$ cat config.mk
export PLATFORM = sky130hd
export DESIGN_NAME = tab_stop_expander_core_flat
export DESIGN_NICKNAME = d
export VERILOG_FILES = /design/src/rtl/tse_pkg.sv /design/src/rtl/tse_if.sv /design/src/rtl/tab_stop_expander_core.sv /design/src/rtl/tse_cfg_regs.sv /design/src/rtl/tse_step.sv /design/src/flat_wrapper.sv
export SDC_FILE = /design/constraint.sdc
export NUM_CORES = 1
export LEC_CHECK = 0
export BUFFER_PORTS_ARGS = -buffer_cell sky130_fd_sc_hd__buf_2
export CAP_MARGIN = 20
export CELL_PAD_IN_SITES_DETAIL_PLACEMENT = 1
export CELL_PAD_IN_SITES_GLOBAL_PLACEMENT = 1
export CORE_MARGIN = 8
export CORE_UTILIZATION = 35
export DETAILED_ROUTE_END_ITERATION = 7
export HOLD_SLACK_MARGIN = 0.15
export PLACE_DENSITY_LB_ADDON = 0.2
export SYNTH_ARGS = -nofsm -noshare
export SYNTH_HDL_FRONTEND = slang
export SYNTH_SLANG_ARGS = --single-unit
$ cat constraint.sdc
create_clock -name clk -period 9.1 [get_ports clk]
set_input_delay 1.365 -clock clk [delete_from_list [all_inputs] [get_ports clk]]
set_output_delay 1.365 -clock clk [all_outputs]
set_load 0.01 [all_outputs]
$ cat src/rtl/tse_pkg.sv
package tse_pkg;

	localparam int COLUMN_BITS = 16;
	localparam int MAX_STOPS   = 7;
	localparam int CHAR_BITS   = 8;
	localparam int COUNT_BITS  = 8;
	localparam int STOP_BITS   = 8;
	localparam int INDEX_BITS  = 3;
	localparam int CFG_BITS    = 8;

	localparam logic [CHAR_BITS-1:0] CHAR_TAB     = 8'd9;
	localparam logic [CHAR_BITS-1:0] CHAR_NEWLINE = 8'd10;
	localparam logic [CHAR_BITS-1:0] CHAR_SPACE   = 8'd32;

	localparam logic [COUNT_BITS-1:0] RUN_MAX = 8'd255;

	localparam logic [INDEX_BITS-1:0] REG_STOP_COUNT = 3'd0;

	localparam logic [INDEX_BITS-1:0] STOP_COUNT_RESET = 3'd1;
	localparam logic [STOP_BITS-1:0]  STOP0_RESET      = 8'd8;

	typedef logic [COLUMN_BITS-1:0] col_t;
	typedef logic [INDEX_BITS-1:0]  idx_t;

	typedef struct packed {
		idx_t                                 stop_count;
		logic [MAX_STOPS-1:0][STOP_BITS-1:0]  stops;
	} cfg_t;

	typedef struct packed {
		col_t column;
		idx_t stop_index;
		col_t next_stop;
	} state_t;

	typedef struct packed {
		logic                  has_result;
		logic [CHAR_BITS-1:0]  out_char;
		logic [COUNT_BITS-1:0] out_count;
	} result_t;

	function automatic col_t sat_add(input col_t a, input col_t b);
		logic [COLUMN_BITS:0] s;
		s = {1'b0, a} + {1'b0, b};
		return s[COLUMN_BITS] ? {COLUMN_BITS{1'b1}} : s[COLUMN_BITS-1:0];
	endfunction

	function automatic col_t stop_val(input cfg_t cfg, input idx_t i);
		col_t v;
		v = '0;
		if (i < idx_t'(MAX_STOPS)) begin
			v = col_t'(cfg.stops[i]);
		end
		return v;
	endfunction

endpackage

$ cat src/rtl/tse_if.sv
interface tse_in_if;
	logic                             valid;
	logic                             ready;
	logic [tse_pkg::CHAR_BITS-1:0]    in_char;
	logic                             file_start;

	modport source (output valid, output in_char, output file_start, input ready);
	modport sink (input valid, input in_char, input file_start, output ready);
endinterface

interface tse_out_if;
	logic                             valid;
	logic                             ready;
	logic [tse_pkg::CHAR_BITS-1:0]    out_char;
	logic [tse_pkg::COUNT_BITS-1:0]   out_count;

	modport source (output valid, output out_char, output out_count, input ready);
	modport sink (input valid, input out_char, input out_count, output ready);
endinterface

$ cat src/rtl/tab_stop_expander_core.sv
// Tab stop expander: each transfer on in_ch carries one text byte; the block answers
// with at most one transfer on out_ch, a byte and a repeat count (a tab becomes a run
// of spaces up to the next stop; a tab whose next stop, after any advance, is not
// past its column gives nothing). One byte is taken per cycle unless out_ch stalls;
// each byte passes an input register and a result register, with the column and stop
// update done in one step between them. The user must write stop registers through
// cfg_we/cfg_index/cfg_data only while the stream is idle, unchecked by the block.
module tab_stop_expander_core (
	input  logic                              clk,
	input  logic                              arst_n,
	tse_in_if.sink                            in_ch,
	tse_out_if.source                         out_ch,
	input  logic                              cfg_we,
	input  tse_pkg::idx_t                     cfg_index,
	input  logic [tse_pkg::CFG_BITS-1:0]      cfg_data
);

	tse_pkg::cfg_t    cfg;
	tse_pkg::state_t  state_q;
	tse_pkg::state_t  state_nxt;
	tse_pkg::result_t result;

	logic                            valid_s1;
	logic [tse_pkg::CHAR_BITS-1:0]   in_char_s1;
	logic                            file_start_s1;
	logic                            valid_s2;
	logic [tse_pkg::CHAR_BITS-1:0]   out_char_s2;
	logic [tse_pkg::COUNT_BITS-1:0]  out_count_s2;
	logic                            advance_s1;

	tse_cfg_regs u_cfg (
		.clk       (clk),
		.arst_n    (arst_n),
		.cfg_we    (cfg_we),
		.cfg_index (cfg_index),
		.cfg_data  (cfg_data),
		.cfg       (cfg)
	);

	tse_step u_step (
		.cfg        (cfg),
		.state_cur  (state_q),
		.in_char    (in_char_s1),
		.file_start (file_start_s1),
		.state_nxt  (state_nxt),
		.result     (result)
	);

	assign advance_s1  = valid_s1 && (!valid_s2 || out_ch.ready);
	assign in_ch.ready = !valid_s1 || advance_s1;

	always_ff @(posedge clk or negedge arst_n) begin
		if (!arst_n) begin
			valid_s1 <= 1'b0;
		end else if (in_ch.ready) begin
			valid_s1 <= in_ch.valid;
		end
	end

	always_ff @(posedge clk) begin
		if (in_ch.valid && in_ch.ready) begin
			in_char_s1    <= in_ch.in_char;
			file_start_s1 <= in_ch.file_start;
		end
	end

	always_ff @(posedge clk or negedge arst_n) begin
		if (!arst_n) begin
			state_q <= '{column: '0, stop_index: '0,
				next_stop: tse_pkg::col_t'(tse_pkg::STOP0_RESET)};
		end else if (advance_s1) begin
			state_q <= state_nxt;
		end
	end

	always_ff @(posedge clk or negedge arst_n) begin
		if (!arst_n) begin
			valid_s2 <= 1'b0;
		end else if (advance_s1) begin
			valid_s2 <= result.has_result;
		end else if (out_ch.ready) begin
			valid_s2 <= 1'b0;
		end
	end

	always_ff @(posedge clk) begin
		if (advance_s1 && result.has_result) begin
			out_char_s2  <= result.out_char;
			out_count_s2 <= result.out_count;
		end
	end

	assign out_ch.valid     = valid_s2;
	assign out_ch.out_char  = out_char_s2;
	assign out_ch.out_count = out_count_s2;

	a_stall_holds_s1: assert property (@(posedge clk) disable iff (!arst_n)
		valid_s1 && valid_s2 && !out_ch.ready |=> valid_s1 && $stable(in_char_s1))
		else $error("stalled item left the input register");

	a_count_nonzero: assert property (@(posedge clk) disable iff (!arst_n)
		valid_s2 |-> out_count_s2 != '0)
		else $error("result with zero count");

	a_newline_restart: assert property (@(posedge clk) disable iff (!arst_n)
		advance_s1 && in_char_s1 == tse_pkg::CHAR_NEWLINE
		|=> state_q.column == '0 && state_q.stop_index == '0)
		else $error("newline did not restart the line");

	a_state_frozen: assert property (@(posedge clk) disable iff (!arst_n)
		!advance_s1 |=> $stable(state_q))
		else $error("line state moved without a retiring item");

endmodule

$ cat src/rtl/tse_cfg_regs.sv
module tse_cfg_regs (
	input  logic                              clk,
	input  logic                              arst_n,
	input  logic                              cfg_we,
	input  tse_pkg::idx_t                     cfg_index,
	input  logic [tse_pkg::CFG_BITS-1:0]      cfg_data,
	output tse_pkg::cfg_t                     cfg
);

	tse_pkg::cfg_t cfg_q;
	tse_pkg::idx_t stop_sel;

	assign stop_sel = cfg_index - tse_pkg::idx_t'(1);

	always_ff @(posedge clk or negedge arst_n) begin
		if (!arst_n) begin
			cfg_q <= {tse_pkg::STOP_COUNT_RESET,
				{((tse_pkg::MAX_STOPS-1)*tse_pkg::STOP_BITS){1'b0}},
				tse_pkg::STOP0_RESET};
		end else if (cfg_we) begin
			if (cfg_index == tse_pkg::REG_STOP_COUNT) begin
				cfg_q.stop_count <= cfg_data[tse_pkg::INDEX_BITS-1:0];
			end else if (stop_sel < tse_pkg::idx_t'(tse_pkg::MAX_STOPS)) begin
				cfg_q.stops[stop_sel] <= cfg_data[tse_pkg::STOP_BITS-1:0];
			end
		end
	end

	assign cfg = cfg_q;

endmodule

$ cat src/rtl/tse_step.sv
module tse_step (
	input  tse_pkg::cfg_t                   cfg,
	input  tse_pkg::state_t                 state_cur,
	input  logic [tse_pkg::CHAR_BITS-1:0]   in_char,
	input  logic                            file_start,
	output tse_pkg::state_t                 state_nxt,
	output tse_pkg::result_t                result
);

	tse_pkg::state_t restart_st;
	tse_pkg::state_t base;
	tse_pkg::state_t adv;
	tse_pkg::idx_t   eff_count;
	tse_pkg::idx_t   idx_inc;
	tse_pkg::col_t   run_full;
	logic [tse_pkg::COUNT_BITS-1:0] run;

	always_comb begin
		eff_count = cfg.stop_count;
		if (eff_count == '0) begin
			eff_count = tse_pkg::idx_t'(1);
		end
		if (eff_count > tse_pkg::idx_t'(tse_pkg::MAX_STOPS)) begin
			eff_count = tse_pkg::idx_t'(tse_pkg::MAX_STOPS);
		end

		restart_st.column     = '0;
		restart_st.stop_index = '0;
		restart_st.next_stop  = tse_pkg::stop_val(cfg, '0);

		base = file_start ? restart_st : state_cur;

		// stop advance before the byte
		adv     = base;
		idx_inc = base.stop_index + tse_pkg::idx_t'(1);
		if (base.column >= base.next_stop) begin
			priority if ({1'b0, base.stop_index} + 4'd1 < {1'b0, eff_count}) begin
				adv.stop_index = idx_inc;
				adv.next_stop  = tse_pkg::stop_val(cfg, idx_inc);
			end else if (base.stop_index == '0) begin
				adv.next_stop = tse_pkg::sat_add(base.next_stop,
					tse_pkg::stop_val(cfg, '0));
			end else begin
				adv.next_stop = tse_pkg::sat_add(base.next_stop, tse_pkg::col_t'(1));
			end
		end

		run_full = adv.next_stop - adv.column;
		if (run_full > tse_pkg::col_t'(tse_pkg::RUN_MAX)) begin
			run = tse_pkg::RUN_MAX;
		end else begin
			run = run_full[tse_pkg::COUNT_BITS-1:0];
		end

		state_nxt          = adv;
		result.has_result  = 1'b1;
		result.out_char    = in_char;
		result.out_count   = tse_pkg::COUNT_BITS'(1);
		priority if (in_char == tse_pkg::CHAR_NEWLINE) begin
			state_nxt = restart_st;
		end else if (in_char == tse_pkg::CHAR_TAB) begin
			if (adv.column >= adv.next_stop) begin
				result.has_result = 1'b0;
			end else begin
				result.out_char  = tse_pkg::CHAR_SPACE;
				result.out_count = run;
				state_nxt.column = tse_pkg::sat_add(adv.column, tse_pkg::col_t'(run));
			end
		end else begin
			state_nxt.column = tse_pkg::sat_add(adv.column, tse_pkg::col_t'(1));
		end
	end

endmodule

$ cat src/flat_wrapper.sv
// flat-port wrapper written by rule: the top's interface ports become plain ports
module tab_stop_expander_core_flat 
  (clk, arst_n, cfg_we, cfg_index, cfg_data, in_ch_valid, in_ch_in_char, in_ch_file_start, in_ch_ready, out_ch_valid, out_ch_out_char, out_ch_out_count, out_ch_ready);
  tse_in_if in_ch_i ();
  tse_out_if out_ch_i ();
  input  logic clk;
  input  logic arst_n;
  input  logic cfg_we;
  input  tse_pkg::idx_t cfg_index;
  input  logic [tse_pkg::CFG_BITS-1:0] cfg_data;
  input wire logic [$bits(in_ch_i.valid)-1:0] in_ch_valid;
  input wire logic [$bits(in_ch_i.in_char)-1:0] in_ch_in_char;
  input wire logic [$bits(in_ch_i.file_start)-1:0] in_ch_file_start;
  output wire logic [$bits(in_ch_i.ready)-1:0] in_ch_ready;
  output wire logic [$bits(out_ch_i.valid)-1:0] out_ch_valid;
  output wire logic [$bits(out_ch_i.out_char)-1:0] out_ch_out_char;
  output wire logic [$bits(out_ch_i.out_count)-1:0] out_ch_out_count;
  input wire logic [$bits(out_ch_i.ready)-1:0] out_ch_ready;
  assign in_ch_i.valid = in_ch_valid;
  assign in_ch_i.in_char = in_ch_in_char;
  assign in_ch_i.file_start = in_ch_file_start;
  assign in_ch_ready = in_ch_i.ready;
  assign out_ch_valid = out_ch_i.valid;
  assign out_ch_out_char = out_ch_i.out_char;
  assign out_ch_out_count = out_ch_i.out_count;
  assign out_ch_i.ready = out_ch_ready;
  tab_stop_expander_core u_core (.clk(clk), .arst_n(arst_n), .in_ch(in_ch_i), .out_ch(out_ch_i), .cfg_we(cfg_we), .cfg_index(cfg_index), .cfg_data(cfg_data));
endmodule
# Yosys cells after proc, flatten, opt, wreduce, memory -nomap -nowiden
# Cells that the tools add are included.
# op_classes
addsub	8
n_lt_le_gt_ge	10
eq_ne	2
n_mux	31
n_bitwise	2
n_reduce_logical	15
# ops
op	n
$mux W16	13
$bwmux W56	1
$mux W19	2
$mux W35	1
$add A16 B1 Y17 const B	2
$mux W17	2
$ge A16 B16 Y1	2
$mux W8	4
$bmux W8 S3	1
$demux W8 S3	1
$add A16 B16 Y17	1
$add A16 B8 Y17	1
$eq A8 B4 Y1 const B	2
$gt A16 B8 Y1 const B	1
$sub A16 B16 Y16	1
$logic_not A3 Y1	3
$mux W3	3
$lt A3 B4 Y1 const B	2
$lt A3 B3 Y1 const B	2
$add A3 B1 Y4 const B	1
$logic_and A1 B1 Y1	4
$lt A4 B3 Y1	1
$add A3 B1 Y3 const B	1
$ge A3 B1 Y1 const B	1
other kinds (10)	15
# word_totals
ff_bits	121
inputBits	25
out_inout_bits	18
wordCells	85

# Depth between registers and ports, before layout
# depth
depth_word	20
mapped_depth	38
depth_no_buf	33

# Cells and area by module
# From an unflattened synthesis, not the netlist that was laid out.
# unflattened
hier_cells	898
hier_area_um2	9072.5
# modules_own_cells
mod	n_inst	cells_per_inst	area_per_inst_um2	seq_area_each_um2
tse_step	1	648	4414.2	0.0
tse_cfg_regs	1	141	2352.3	1478.9
tab_stop_expander_core	1	109	2306.0	1677.9

# Worst setup path after synthesis
# No wires, ideal clock.
# synth_path
kind	register to register
start	reg u_core.file_start_s1
end	reg u_core.state_q[28] (netlist name)
setup_time_ps	145
t_arrival_ps	8280
required_time_ps	8955
path_slack_ps	676
stages_incl_launch_ff	39
path_buffers	7
synth_period_minus_slack_ps	8424
cell_sequence	edfxtp_1 > buf_4 > clkbuf_1 > buf_2 > clkbuf_1 > clkbuf_1 > nand2b_1 > inv_1 > ha_1 > xnor2_1 > clkbuf_1 > ha_1 > o21ai_1 > nand2_1 > o21ai_0 > o22ai_1 > mux2i_1 > ha_1 > (+3 left out) > a221oi_2 > o21ai_1 > xnor2_1 > o2111ai_1 > or4b_1 > clkbuf_1 > or2_2 > fa_1 > a21o_1 > a21oi_1 > o21bai_1 > a21oi_1 > o21ai_0 > and3_1 > a21oi_1 > a31oi_1 > mux2i_1 > a31oi_1
# synth_via
elab_chain_cells	15
elab_cells_between_ends	28
classes_between	add/sub (7); order compare (5); mux (15); reduce/logical (1)
# synth_rtl
element	line	rtl
start, declared	tab_stop_expander_core.sv:25	logic file_start_s1;
start signal, assigned	tab_stop_expander_core.sv:63	file_start_s1 <= in_ch.file_start;
$mux W35 *	tse_step.sv:31	base = file_start ? restart_st : state_cur;
parallel branches: the longest is 6 deep, another holds $add A16 B1 Y17	--	
$sub A16 B16 Y16 *	tse_step.sv:48	run_full = adv.next_stop - adv.column;
$gt A16 B8 Y1	tse_step.sv:49	if (run_full > tse_pkg::col_t'(tse_pkg::RUN_MAX)) begin
$mux W8 *	tse_step.sv:49	
net u_core.u_step.run, one bit	tse_step.sv:16	logic [tse_pkg::COUNT_BITS-1:0] run;
$add A16 B8 Y17 *	tse_pkg.sv:44	s = {1'b0, a} + {1'b0, b};
$mux W16 *	tse_pkg.sv:45	return s[COLUMN_BITS] ? {COLUMN_BITS{1'b1}} : s[COLUMN_BITS-1:0];
$mux W16 *	tse_step.sv:62	if (adv.column >= adv.next_stop) begin
$mux W16 *	tse_step.sv:61	end else if (in_char == tse_pkg::CHAR_TAB) begin
$mux W16 *	tse_step.sv:59	priority if (in_char == tse_pkg::CHAR_NEWLINE) begin
end signal, assigned	tab_stop_expander_core.sv:69	state_q <= '{column: '0, stop_index: '0,
end signal, assigned	tab_stop_expander_core.sv:72	state_q <= state_nxt;
end, declared	tab_stop_expander_core.sv:19	tse_pkg::state_t state_q;
# Mark *: on every way through the listed nets, which the timed path passes. The select of a mux whose other input is x is not followed.
# A chain may end at the register's enable or synchronous reset.

# Worst setup path in the final report
# Same ends and word-level chain as after synthesis.

==> flow_summary.toml <==
[final_layout]
layout-drive-gt1-share_pct = 20.2
diodes = 0
final_nets = 1108
n_fill_cell = 2950
areaGrowthSynthToFinish_pct = 14.1

[floorplan]
rows = 59
die_area_sq_mm = 0.0313
dieHeight_microns = 177
start_util_pct = 35.1
io_pins = 43
die_width_microns = 177
core_area_sq_mm = 0.0258

[yosys]
syn_area_sq_mm = 0.00905
ys_async_sr_fraction_pct = 79.3
synth-seq-area-share_pct = 34.9
synth_cell_types = 81
avgSynthCellArea_sq_um = 9.27
yosys_warnings = 0
synthCells = 977
synth-edff-count = 25
syn-num-nets = 1060
synth_ff_type = "dfrtp_1"
ys_seq_elements = 121

[critical_path]
max_stage_delay_ns = 0.61
worstSetupStartpointType = "flip-flop"
cp_data_required_time_ns = 9.39
arrival_ns = 8.87
critical_path.most_common_cell = "a21oi_1"
worstPathMaxFanout = 9
critPathCaptureType = "flip-flop"
worstSetupPathType = "flip-flop to flip-flop"
cp_slowest_cell = "or4b_1"

[detailed_routing]
drtPass1Iterations = 5
drc_errors = 0
ant_nets = 0
wl_per_cell_microns = 21.2
met1Wirelength_microns = 13000
drt_wl_total_microns = 29000
vias_per_cell = 5.62
route.met2.wl_microns = 14500
vias = 7710
dr_wl_met3_microns = 763
highest_layer = "met4"
initialDrtViolationCount = 344

[placed_design]
place_hpwl_microns = 22000
numPortBuffers = 42
gp_congestion = 0.889

[clock_network]
holdBufCountCts = 0
cts-root-buf = "clkbuf_16"
worst_skew_pair.late_latency_ns = 0.43
clock_path_buffers = 2
post_cts_buffers = 0
tritoncts = "yes"
cts_sinks = 121
cts_made_buffers = 17
cts_max_level = 4
path_clk_slew_ns = 0.07
ctsResizeCount = 0

[sta]
slew_headroom_pct = 41.2
fin_crit_sh_pct = 94.2
rsz0062_at_grt = "false"
tns_ns = 0
finalSetupViolations = 0
hold_viol_final = 0
fin_skew_ns = 0.0193
period_needed_ns = 8.57
worst_slew_pin_slew_ns = 0.879
max_freq_ghz = 0.117
drv_slew = 0

[global_route]
antenna_found_initial = 0
grt_max_degree = 62
overflow = 0
grt_pass1_wl_microns = 47100
grt_pass1_vias = 8290
grt_usage_pct = 19.2

[min_path]
hold_class = "flip-flop to flip-flop"

[outcome]
run_status = "complete, no violations"

[pwr]
design_power_total_w = 0.00321
power.leakage_nw = 4.37
peakVddDrop_uv = 114
powerDensity_mw_per_mm2 = 310

[run]
maxCapViolCount = 0
## logic make-up after synthesis
logic type               after synthesis  synth area share, %
adder cells (fa/ha/maj)               58                 8.27
XOR/XNOR                              41                 3.97
buffers and inverters                100                 4.31
AO/OA/AOI/OAI                        248                 18.3
multiplexers                          90                 11.9
AND/OR/NAND/NOR                      319                 18.4
flip-flops                           121                 34.9
## critical path, delay by kind of cell, from the launching register on
| family | cells | cell delay [ns] |
|---|---|---|
| multiplexers | 3 | 0.81 |
| flip-flops | 1 | 0.46 |
| buffers and inverters | 2 | 0.24 |
| adder cells (fa/ha/maj) | 5 | 1.70 |
| AND/OR/NAND/NOR | 4 | 1.49 |
| AO/OA/AOI/OAI | 18 | 3.73 |
## Yosys cell counts, drive strengths merged (6+ instances only)
master,count,area [sq um]
nor2b,22,138
mux4,8,180
nand2,79,297
a21o,17,128
and3,10,67.6
buf,13,63.8
and2,8,50.1
o21ai,60,300
nand3,43,215
nor3b,8,71.3
nor2,59,221
dfrtp,93,2330
clkbuf,34,128
a211oi,7,52.6
o22ai,7,43.8
a21oi,56,284
nand2b,31,194
nor3,17,85.1
nand4,7,43.8
or3,7,43.8
xor2,6,52.6
xnor2,35,307
o211ai,15,113
ha,55,688
nor4,6,56.3
mux2,63,709
or2,8,50.1
inv,53,199
a31oi,15,93.8
o221ai,11,103
edfxtp,25,751
o31ai,7,57.6
mux2i,19,190
## report_power, final
part | total (W) | internal [W] | switching [W] | leakage (nW)
logic | 0.00176 | 0.000740 | 0.00102 | 2.66
registers | 0.000771 | 0.000682 | 0.0000895 | 1.44
clock network | 0.000676 | 0.000365 | 0.000312 | 0.281
total | 0.00321 | 0.00179 | 0.00142 | 4.37
## registers in the layout, indices dropped and copies added, names as in the netlist
name and count:
u_core.file_start_s1 1, u_core.in_char_s1 8, u_core.out_ch.out_char 8, u_core.out_ch.out_count 8, u_core.out_ch.valid 1, u_core.state_q 35, u_core.u_cfg.cfg 59, u_core.valid_s1 1
## layer usage
metal,vias to the layer above,track usage (%)
li1,3671,-
met1,3859,23.8
met2,133,33.5
met3,47,2.82
met4,0,6.44
met5,-,0
## through the flow
| step | area [sq um] | utilization, % | hold WS [ns] | cells | worst slack, ns |
|---|---|---|---|---|---|
| global route | 10300 | 40.1 | 0.446 | 1373 | 0.0174 |
| detailed placement | 9750 | 37.9 | 0.439 | 1341 | 0.514 |
| global placement | 9750 | 37.9 | 0.432 | 1341 | 0.695 |
| finish | 10300 | 40.1 | 0.441 | 1373 | 0.526 |
| CTS | 10300 | 40.1 | 0.442 | 1373 | 0.447 |
| floorplan | 9050 | - | 0.438 | 977 | 0.676 |
## final cells by class
class                           instances  area, sq um  area share (%)
Multi-Input combinational cell        756         5520            53.4
Sequential cell                       121         3160            30.6
Timing Repair Buffer                   76          468            4.53
Clock buffer                           17          425            4.12
Tap cell                              335          419            4.06
Inverter                               53          199            1.93
Clock inverter                         15          145            1.41
## path summary, 6_finish.rpt
kind	from	end	slack (ns)	cells past startpoint
setup / recovery	u_core.file_start_s1	u_core.state_q[28]	0.53	32
hold / removal	u_core.in_char_s1[6]	u_core.out_ch.out_char[6]	0.44	0
setup reg to reg	u_core.file_start_s1	u_core.state_q[28]	0.53	32
hold reg to reg	u_core.in_char_s1[6]	u_core.out_ch.out_char[6]	0.44	0
max in group asynchronous	arst_n	u_core.state_q[21]	6.95	2
min in group asynchronous	arst_n	u_core.state_q[15]	0.93	1
## placed cells by master, fill, tap and decap left out, drive strengths merged, types with 8 or more instances in the layout
cell    count
dfrtp      93
nand2      79
buf        76
inv        65
mux2       63
o21ai      60
nor2       59
a21oi      56
ha         55
nand3      43
xnor2      35
nand2b     31
edfxtp     25
nor2b      22
mux2i      19
a21o       17
nor3       17
clkbuf     17
o211ai     15
a31oi      15
o221ai     11
and3       10
or2         8
and2        8
mux4        8
nor3b       8
Note: power is estimated with default switching activity, not from simulation.
